[src/sv/bitbang_sync_packet_link_core_macros.svh]
// ---------------------------------------------------------------------------
// Assertion macros for the bit-bang sync packet link
// Concurrent assertion wrappers that compile to nothing under SYNTHESIS.
// ---------------------------------------------------------------------------
`ifndef BITBANG_SYNC_PACKET_LINK_CORE_MACROS_SVH
`define BITBANG_SYNC_PACKET_LINK_CORE_MACROS_SVH

`ifndef SYNTHESIS

// Checked on every clock edge while reset is released.
`define BSP_ASSERT(lbl, prop) \
  lbl: assert property (@(posedge clk_i) disable iff (!rst_ni) (prop)) \
    else $error("bitbang_sync_packet_link_core: assertion failed");

// Checked on every clock edge, reset included.
`define BSP_ASSERT_ALWAYS(lbl, prop) \
  lbl: assert property (@(posedge clk_i) (prop)) \
    else $error("bitbang_sync_packet_link_core: assertion failed");

`else

`define BSP_ASSERT(lbl, prop)
`define BSP_ASSERT_ALWAYS(lbl, prop)

`endif

`endif

[src/sv/bsplink_pkg.sv]
// ---------------------------------------------------------------------------
// Bit-bang sync packet link package
// Shared types, constants and the beacon bit function.
// ---------------------------------------------------------------------------
package bsplink_pkg;

  localparam logic [7:0]  BEACON_LEN   = 8'd5;
  localparam logic [5:0]  BEACON_BITS  = 6'd40;
  localparam logic [7:0]  SYNC_RESET   = 8'd170;
  localparam logic [15:0] PERIOD_RESET = 16'd500;
  localparam logic [7:0]  MIN_LENGTH   = 8'd2;

  typedef enum logic [2:0] {
    EV_NONE      = 3'd0,
    EV_SYNC_ERR  = 3'd1,
    EV_GOOD      = 3'd2,
    EV_CSUM_BAD  = 3'd3,
    EV_LEN_BAD   = 3'd4
  } rx_event_e;

  typedef enum logic [1:0] {
    REG_LINK_ENABLE    = 2'd0,
    REG_BEACON_PERIOD  = 2'd1,
    REG_SYNC_BYTE      = 2'd2,
    REG_BEACON_PAYLOAD = 2'd3
  } reg_idx_e;

  typedef struct packed {
    logic      byte_valid;
    logic [7:0] data;
    rx_event_e event_code;
  } rx_result_t;

  // Bit of the five-byte beacon at bit position idx, MSB of each byte first.
  function automatic logic beacon_bit(logic [5:0] idx, logic [7:0] sync_b,
                                      logic [7:0] payload);
    logic [9:0] sum;
    logic [7:0] b;
    sum = {2'b00, sync_b} + {2'b00, BEACON_LEN} + {2'b00, payload};
    case (idx[5:3])
      3'd0:    b = sync_b;
      3'd1:    b = BEACON_LEN;
      3'd2:    b = payload;
      3'd3:    b = {5'd0, sum[9:7]};
      default: b = {1'b0, sum[6:0]};
    endcase
    return b[~idx[2:0]];
  endfunction

endpackage

[src/sv/bsplink_rx.sv]
// ---------------------------------------------------------------------------
// Bit-bang sync packet link receiver
// Assembles received bits into bytes and checks sync, length and checksum.
// ---------------------------------------------------------------------------
module bsplink_rx (
  input  logic                    clk_i,
  input  logic                    rst_ni,
  input  logic                    tick_i,
  input  logic                    rx_bit_i,
  input  logic [7:0]              sync_byte_i,
  output bsplink_pkg::rx_result_t result_o
);

  logic        receiving_q, receiving_d;
  logic [10:0] idx_q, idx_d;
  logic [7:0]  len_q, len_d;
  logic [7:0]  shift_q, shift_d;
  logic [7:0]  first_q, first_d;
  logic [15:0] sum_q, sum_d;
  logic [7:0]  rec0_q, rec0_d;
  logic [7:0]  rec1_q, rec1_d;

  always_comb begin
    logic active;
    logic pkt_end;
    result_o    = '0;
    receiving_d = receiving_q;
    idx_d       = idx_q;
    len_d       = len_q;
    shift_d     = shift_q;
    first_d     = first_q;
    sum_d       = sum_q;
    rec0_d      = rec0_q;
    rec1_d      = rec1_q;
    pkt_end     = 1'b0;
    if (tick_i && rx_bit_i && !receiving_q) begin
      receiving_d = 1'b1;
      idx_d       = '0;
      len_d       = bsplink_pkg::MIN_LENGTH;
      shift_d     = '0;
      first_d     = '0;
      sum_d       = '0;
      rec0_d      = '0;
      rec1_d      = '0;
    end
    active = tick_i && receiving_d;
    if (active) begin
      if (idx_d < {len_d, 3'b000}) begin
        shift_d = {shift_d[6:0], rx_bit_i};
        if (idx_d[2:0] == 3'd7) begin
          result_o.byte_valid = 1'b1;
          result_o.data       = shift_d;
          // The last two bytes are held back so they never enter the sum.
          sum_d  = sum_d + {8'd0, rec0_d};
          rec0_d = rec1_d;
          rec1_d = shift_d;
          if (idx_d == 11'd7) begin
            first_d = shift_d;
          end
        end
        if (idx_d == 11'd15) begin
          if (first_d != sync_byte_i) begin
            result_o.event_code = bsplink_pkg::EV_SYNC_ERR;
            pkt_end = 1'b1;
          end else if (shift_d < bsplink_pkg::MIN_LENGTH) begin
            result_o.event_code = bsplink_pkg::EV_LEN_BAD;
            pkt_end = 1'b1;
          end else begin
            len_d = shift_d;
          end
        end
      end else if (idx_d == {len_d, 3'b000}) begin
        if (rec0_d == sum_d[14:7] && rec1_d == {1'b0, sum_d[6:0]}) begin
          result_o.event_code = bsplink_pkg::EV_GOOD;
        end else begin
          result_o.event_code = bsplink_pkg::EV_CSUM_BAD;
        end
        pkt_end = 1'b1;
      end
      if (pkt_end) begin
        receiving_d = 1'b0;
        idx_d       = '0;
      end else begin
        idx_d = idx_d + 11'd1;
      end
    end
  end

  always_ff @(posedge clk_i or negedge rst_ni) begin
    if (!rst_ni) begin
      receiving_q <= 1'b0;
      idx_q       <= '0;
      len_q       <= bsplink_pkg::MIN_LENGTH;
      shift_q     <= '0;
      first_q     <= '0;
      sum_q       <= '0;
      rec0_q      <= '0;
      rec1_q      <= '0;
    end else if (tick_i) begin
      receiving_q <= receiving_d;
      idx_q       <= idx_d;
      len_q       <= len_d;
      shift_q     <= shift_d;
      first_q     <= first_d;
      sum_q       <= sum_d;
      rec0_q      <= rec0_d;
      rec1_q      <= rec1_d;
    end
  end

endmodule

[src/sv/bitbang_sync_packet_link_core.sv]
// ---------------------------------------------------------------------------
// Bit-bang sync packet link core
// Alternating transmit and receive ticks with a periodic five-byte beacon.
// ---------------------------------------------------------------------------
// Each input word is one tick and yields exactly one result word. A tick is
// handled at its accepting edge: the link state updates at that edge and the
// result lands in the output register, so one word per clock is sustained;
// in_ready_o stays high whenever the output register is empty or is being
// drained in the same cycle. The first result appears in the cycle after
// acceptance. Registers sit on an APB port at byte addresses 0, 4, 8 and 12.
`include "bitbang_sync_packet_link_core_macros.svh"

module bitbang_sync_packet_link_core (
  input  logic        clk_i,
  input  logic        rst_ni,
  input  logic        in_valid_i,
  output logic        in_ready_o,
  input  logic        rx_bit_i,
  output logic        out_valid_o,
  input  logic        out_ready_i,
  output logic        tx_bit_o,
  output logic        tx_clock_o,
  output logic        rx_byte_valid_o,
  output logic [7:0]  rx_byte_o,
  output logic [2:0]  rx_event_o,
  input  logic        psel,
  input  logic        penable,
  input  logic        pwrite,
  input  logic [3:0]  paddr,
  input  logic [31:0] pwdata,
  output logic [31:0] prdata,
  output logic        pready
);

  logic        link_enable_q;
  logic [15:0] beacon_period_q;
  logic [7:0]  sync_byte_q;
  logic [7:0]  beacon_payload_q;

  logic        phase_q, phase_d;
  logic        clock_level_q, clock_level_d;
  logic        data_level_q, data_level_d;
  logic [15:0] tick_count_q, tick_count_d;
  logic        armed_q, armed_d;
  logic [5:0]  tx_idx_q, tx_idx_d;

  logic        out_valid_q;
  logic        rx_valid_q;
  logic [7:0]  rx_byte_q;
  logic [2:0]  rx_event_q;

  logic        in_fire;
  logic        cfg_write;
  logic        rx_tick;
  bsplink_pkg::rx_result_t rx_res;

  assign pready     = 1'b1;
  assign cfg_write  = psel && penable && pwrite && pready;
  assign in_ready_o = !out_valid_q || out_ready_i;
  assign in_fire    = in_valid_i && in_ready_o;
  assign rx_tick    = in_fire && link_enable_q && phase_q;

  // Configuration registers.
  always_ff @(posedge clk_i or negedge rst_ni) begin
    if (!rst_ni) begin
      link_enable_q    <= 1'b1;
      beacon_period_q  <= bsplink_pkg::PERIOD_RESET;
      sync_byte_q      <= bsplink_pkg::SYNC_RESET;
      beacon_payload_q <= '0;
    end else if (cfg_write) begin
      case (bsplink_pkg::reg_idx_e'(paddr[3:2]))
        bsplink_pkg::REG_LINK_ENABLE:    link_enable_q    <= pwdata[0];
        bsplink_pkg::REG_BEACON_PERIOD:  beacon_period_q  <= pwdata[15:0];
        bsplink_pkg::REG_SYNC_BYTE:      sync_byte_q      <= pwdata[7:0];
        bsplink_pkg::REG_BEACON_PAYLOAD: beacon_payload_q <= pwdata[7:0];
        default: ;
      endcase
    end
  end

  always_comb begin
    case (bsplink_pkg::reg_idx_e'(paddr[3:2]))
      bsplink_pkg::REG_LINK_ENABLE:    prdata = {31'd0, link_enable_q};
      bsplink_pkg::REG_BEACON_PERIOD:  prdata = {16'd0, beacon_period_q};
      bsplink_pkg::REG_SYNC_BYTE:      prdata = {24'd0, sync_byte_q};
      bsplink_pkg::REG_BEACON_PAYLOAD: prdata = {24'd0, beacon_payload_q};
      default:                         prdata = '0;
    endcase
  end

  // Transmit side and beacon scheduling.
  always_comb begin
    phase_d       = phase_q;
    clock_level_d = clock_level_q;
    data_level_d  = data_level_q;
    tick_count_d  = tick_count_q;
    armed_d       = armed_q;
    tx_idx_d      = tx_idx_q;
    if (link_enable_q) begin
      if (!phase_q) begin
        clock_level_d = !clock_level_q;
        if (armed_q && tx_idx_q < bsplink_pkg::BEACON_BITS) begin
          data_level_d = bsplink_pkg::beacon_bit(tx_idx_q, sync_byte_q,
                                                 beacon_payload_q);
          tx_idx_d     = tx_idx_q + 6'd1;
        end else begin
          data_level_d = 1'b0;
        end
      end
      phase_d      = !phase_q;
      tick_count_d = tick_count_q + 16'd1;
      if (tick_count_d == beacon_period_q) begin
        tick_count_d = '0;
        tx_idx_d     = '0;
        armed_d      = 1'b1;
      end
    end
  end

  always_ff @(posedge clk_i or negedge rst_ni) begin
    if (!rst_ni) begin
      phase_q       <= 1'b0;
      clock_level_q <= 1'b0;
      data_level_q  <= 1'b0;
      tick_count_q  <= '0;
      armed_q       <= 1'b0;
      tx_idx_q      <= '0;
    end else if (in_fire) begin
      phase_q       <= phase_d;
      clock_level_q <= clock_level_d;
      data_level_q  <= data_level_d;
      tick_count_q  <= tick_count_d;
      armed_q       <= armed_d;
      tx_idx_q      <= tx_idx_d;
    end
  end

  bsplink_rx u_rx (
    .clk_i       (clk_i),
    .rst_ni      (rst_ni),
    .tick_i      (rx_tick),
    .rx_bit_i    (rx_bit_i),
    .sync_byte_i (sync_byte_q),
    .result_o    (rx_res)
  );

  // Output register; the line levels are read straight from the link state,
  // which only moves together with this register.
  always_ff @(posedge clk_i or negedge rst_ni) begin
    if (!rst_ni) begin
      out_valid_q <= 1'b0;
    end else if (in_fire) begin
      out_valid_q <= 1'b1;
    end else if (out_ready_i) begin
      out_valid_q <= 1'b0;
    end
  end

  always_ff @(posedge clk_i) begin
    if (in_fire) begin
      rx_valid_q <= rx_res.byte_valid;
      rx_byte_q  <= rx_res.data;
      rx_event_q <= rx_res.event_code;
    end
  end

  assign out_valid_o     = out_valid_q;
  assign tx_bit_o        = data_level_q;
  assign tx_clock_o      = clock_level_q;
  assign rx_byte_valid_o = rx_valid_q;
  assign rx_byte_o       = rx_byte_q;
  assign rx_event_o      = rx_event_q;

  `BSP_ASSERT(a_tx_tick_no_rx, in_fire && !phase_q |=> !rx_byte_valid_o && !(|rx_event_o))
  `BSP_ASSERT(a_tx_clock_toggles, in_fire && link_enable_q && !phase_q |=> !$stable(tx_clock_o))
  `BSP_ASSERT(a_tx_idx_bound, tx_idx_q <= bsplink_pkg::BEACON_BITS)

endmodule
[config.mk]
export PLATFORM = sky130hd
export DESIGN_NAME = bitbang_sync_packet_link_core
export DESIGN_NICKNAME = d
export VERILOG_FILES = /design/src/sv/bsplink_pkg.sv /design/src/sv/bsplink_rx.sv /design/src/sv/bitbang_sync_packet_link_core.sv
export VERILOG_INCLUDE_DIRS = /design/src /design/src/sv
export SDC_FILE = /design/constraint.sdc
export NUM_CORES = 1
export LEC_CHECK = 0
export BUFFER_PORTS_ARGS = -buffer_cell sky130_fd_sc_hd__clkbuf_2
export CAP_MARGIN = 5
export CORE_MARGIN = 2
export CORE_UTILIZATION = 45
export CTS_CLUSTER_DIAMETER = 80
export DETAILED_ROUTE_END_ITERATION = 16
export GPL_TIMING_DRIVEN = 0
export SLEW_MARGIN = 20
export SYNTH_ARGS = -nofsm -noshare
export SYNTH_HDL_FRONTEND = slang
export SYNTH_HIERARCHICAL = 1
export SYNTH_SLANG_ARGS = --single-unit
[constraint.sdc]
create_clock -name clk_i -period 4.9 [get_ports clk_i]
set_input_delay 0 -clock clk_i [delete_from_list [all_inputs] [get_ports clk_i]]
set_output_delay 0 -clock clk_i [all_outputs]
set_load 0.005 [all_outputs]
==> reports/metrics.csv <==
stage,metric,value,unit
floorplan,die area,20700,um2
cts,clock buffer count from CTS,17,
logic_synthesis,Avg Synthesized Cell Area,9.70,um2
timing,RSZ-0062 raised after global routing,false,
worst_setup_path,"critical path fanouts, max",13,
timing,"Period Utilization, post-route",0.923,
timing,Pins Over Slew Limit,0,
routing,Routed WL per cell,17.1,um
timing,min Tclk post-route,4.52,ns
floorplan,Die H,144,um
grt,initial antenna violation count,0,
floorplan,FP Rows,51,
logic_synthesis,Post-Syn Instances,909,
placed_design,Port Buffers,57,
placed_design,post-DP HPWL,16.1,mm
worst_hold_path,hold path depth,4,
grt,first-pass GRT wire length,36.5,mm
worst_hold_path,hold crit path type,in2reg,
power,Pwr Density,366,nW/um2
worst_setup_path,"setup slack, reg-to-reg",0.38,ns
routing,DR top layer,met4,
routing,M1 wire length,10.7,mm
logic_synthesis,post-synth top area cell,dfrtp_1,
grt,GRT Residual Overflow,0,
final_layout,area delta synth->final,16.9,%
worst_setup_path,CP required,5.25,ns
worst_setup_path,critical path data arrival time,4.88,ns
final_layout,Register Area,3530,um2
timing,max_slew headroom,0.524,
final_layout,ant diodes,0,
cts,H-Tree Depth,4,
cts,"Clk Latency, worst-skew pair",0.43,ns
logic_synthesis,Synth Register Bits,138,
status,outcome,"finished, final reports clean",
routing,routed wire length,22.2,mm
power,Max rail drop VDD,0.253,mV
worst_hold_path,Hold Crit Start,penable,
routing,Post-DRT Antenna Nets,0,
worst_setup_path,Worst setup SP type,flip-flop,
floorplan,Die W,144,um
timing,worst slew pin tran,0.714,ns
routing,Met3 Routed Length,838,um
placed_design,Place WS,-0.329,ns
cts,CTS sink cnt,138,
routing,via count,7118,
grt,largest net degree at the start of global routing,67,
routing,DRC Markers,0,
logic_synthesis,mux contribution to synthesized area,0.0781,
worst_setup_path,"Worst Path Class, Setup",reg2reg,
placed_design,GPL Wtd Cong,0.817,
cts,clk buf depth,2,
logic_synthesis,Post-synth ARST share,0.913,
routing,Pre-antenna DRT Iters,5,
logic_synthesis,Synth Area in Compound Gates,0.155,
logic_synthesis,count of cell types in the netlist,74,
logic_synthesis,"EDFF count, synth",12,
logic_synthesis,area share of fa/ha/maj cells after synthesis,0.0556,
final_layout,area of the multi-input gates,4870,um2
worst_setup_path,reg-to-reg startpoint,out_valid_o,
cts,Clk Tree Root Cell,clkbuf_16,
timing,Fin. Hold Viols,0,
logic_synthesis,mapped cell area,8820,um2
final_layout,FILL cells,1781,
flow_run,max cap viols,0,
timing,worst clock skew,0.0129,ns
timing,fin worst setup slack,0.376,ns
timing,Final setup viols,0,
logic_synthesis,Yosys top cell area share,0.324,
worst_setup_path,Reg-to-Reg End,u_rx/len_q[1],
cts,Clock transition at path regs,0.06,ns
floorplan,I/O pin count,93,
grt,vias in the first global route,6881,
floorplan,total core area,19300,um2
routing,vias per cell,5.49,
logic_synthesis,"Seq/Total Area, Yosys",0.400,
final_layout,Nets,1101,
routing,Initial DRC Count,492,
timing,Setup TNS,0,ns
cts,CTS tree,built,
logic_synthesis,top post-synthesis cells by area,"dfrtp_1, mux2_2, ha_1, edfxtp_1, a22o_1",
logic_synthesis,largest family of logic cells by synthesized area,simple AND/OR/NAND/NOR gates,
worst_setup_path,critical path endpoint category,flip-flop,
floorplan,Initial Util,0.456,
power,Pwr Total,0.00377,W
routing,DR WL met2,10.4,mm
logic_synthesis,Yosys Warn Count,6,
logic_synthesis,simple-gate portion of the synthesized area,0.190,
timing,max frequency,0.221,GHz
logic_synthesis,xor-xnor portion of the synthesized cell area,0.0646,
worst_hold_path,worst min-delay path endpoint,link_enable_q,
power,Lkg Pwr,4.81,nW
grt,total global-route track usage,0.227,
logic_synthesis,"Top FF cell, synth",dfrtp_1,
final_layout,share of cells above drive strength 1,0.202,
worst_setup_path,Reg2Reg Depth,20,
## sequential cells by signal (all words and copies together) (netlist names), 8 cells and up
register,cells
u_rx/rec0_q,8
sync_byte_q,8
u_rx/rec1_q,8
u_rx/len_q,8
tick_count_q,16
u_rx/first_q,8
u_rx/sum_q,15
u_rx/idx_q,11
rx_byte_o,8
beacon_period_q,16
beacon_payload_q,8
## repair_timing
action | in CTS | in global routing
endpoints found under the setup margin | 48 | 39
gates resized for setup | 5 | 5
hold endpoints to repair | 94 | 0
hold buffers | 19 | 0
cloned | 0 | 0
buffers inserted | 0 | 1
pin swaps | 0 | 2
## final cells by class
type	count	area share
sequential	138	0.342
clock buffer	17	0.0413
buffer	66	0.0356
tap	265	0.0322
multi-input combinational	686	0.472
timing repair buffer	78	0.0504
inverter	32	0.0117
clock inverter	15	0.0140
## through the flow
step           cell area (um2)  instances  utilization  hold WS (ns)
3_3_place_gp              9490       1246        0.491         0.236
6_report                 10300       1297        0.533         0.104
4_1_cts                  10300       1298        0.532        0.0990
5_1_grt                  10300       1297        0.533         0.146
3_5_place_dp              9530       1247        0.493        0.0125
2_1_floorplan             8870        924            -        -0.296
## layer usage
| layer | track usage | up-vias |
|---|---|---|
| met5 | 0 | - |
| met4 | 0.0640 | 0 |
| met3 | 0.0373 | 21 |
| met2 | 0.374 | 178 |
| met1 | 0.310 | 3445 |
| li1 | - | 3474 |
## synth_stat cells, types with 17 or more instances
cell,n
nand3_1,21
mux2i_1,17
ha_1,36
inv_1,31
a21oi_1,29
nor2_1,57
and2_1,33
nand4_1,20
nor3_1,20
o21ai_0,39
clkbuf_1,32
a22o_1,40
nand2_1,75
mux2_2,42
and3_1,18
a21o_1,28
xnor2_1,28
xor2_1,37
dfrtp_1,114
buf_4,20
## cell families (layout without fill, tap and decap cells)
logic type | after synthesis | in the layout
AND/OR/NAND/NOR | 311 | 311
AO/OA/AOI/OAI | 194 | 194
flip-flops | 138 | 138
buffers and inverters | 100 | 208
XOR/XNOR | 65 | 65
multiplexers | 61 | 61
adder cells (fa/ha/maj) | 38 | 38
other | 2 | 17
## cells in the final DEF, fill, tap and decap left out, drive strengths merged, types with 12 or more instances in the layout
cell type,count
dlygate4sd3,19
nor3,21
a22o,40
clkbuf,105
mux2,42
o21ai,42
nand2,75
inv,35
and3,20
nor2,60
nand3,23
dfstp,12
conb,17
a21o,29
and2,34
mux2i,17
dfrtp,114
buf,37
a21oi,29
xnor2,28
ha,36
edfxtp,12
nand4,21
xor2,37
## worst max-delay path by stage
stage           startpoint              end  slack (ns)
6_report       out_valid_o    u_rx/len_q[1]        0.38
5_1_grt        out_valid_o    u_rx/sum_q[9]        0.01
4_1_cts        out_valid_o   u_rx/idx_q[10]        0.08
3_5_place_dp   out_valid_o   u_rx/idx_q[10]       -0.33
3_3_place_gp   out_valid_o    u_rx/idx_q[1]       -0.29
2_1_floorplan  out_valid_o  u_rx/first_q[2]        0.95
## report_power, final
| group | total [W] | internal [W] | switching [W] |
|---|---|---|---|
| sequential | 0.00146 | 0.00130 | 0.000155 |
| combinational | 0.00107 | 0.000481 | 0.000591 |
| clock | 0.00124 | 0.000705 | 0.000537 |
## critical path, stage by stage (launching register included)
cell and delay [ns]:
dfrtp_1 0.35, nand2b_1 0.13, and2_4 0.26, and3_1 0.20, buf_2 0.19, nand3b_2 0.16, buf_2 0.25, clkbuf_2 0.25
buf_2 0.28, nand2_1 0.11, inv_1 0.07, ha_1 0.18, ha_1 0.25, and4b_1 0.29, nand3_2 0.21, o211ai_1 0.16
o211ai_1 0.19, nor3_2 0.33, and4_1 0.26, buf_6 0.14, mux2i_1 0.18
Power figures use the tool's default switching activity.
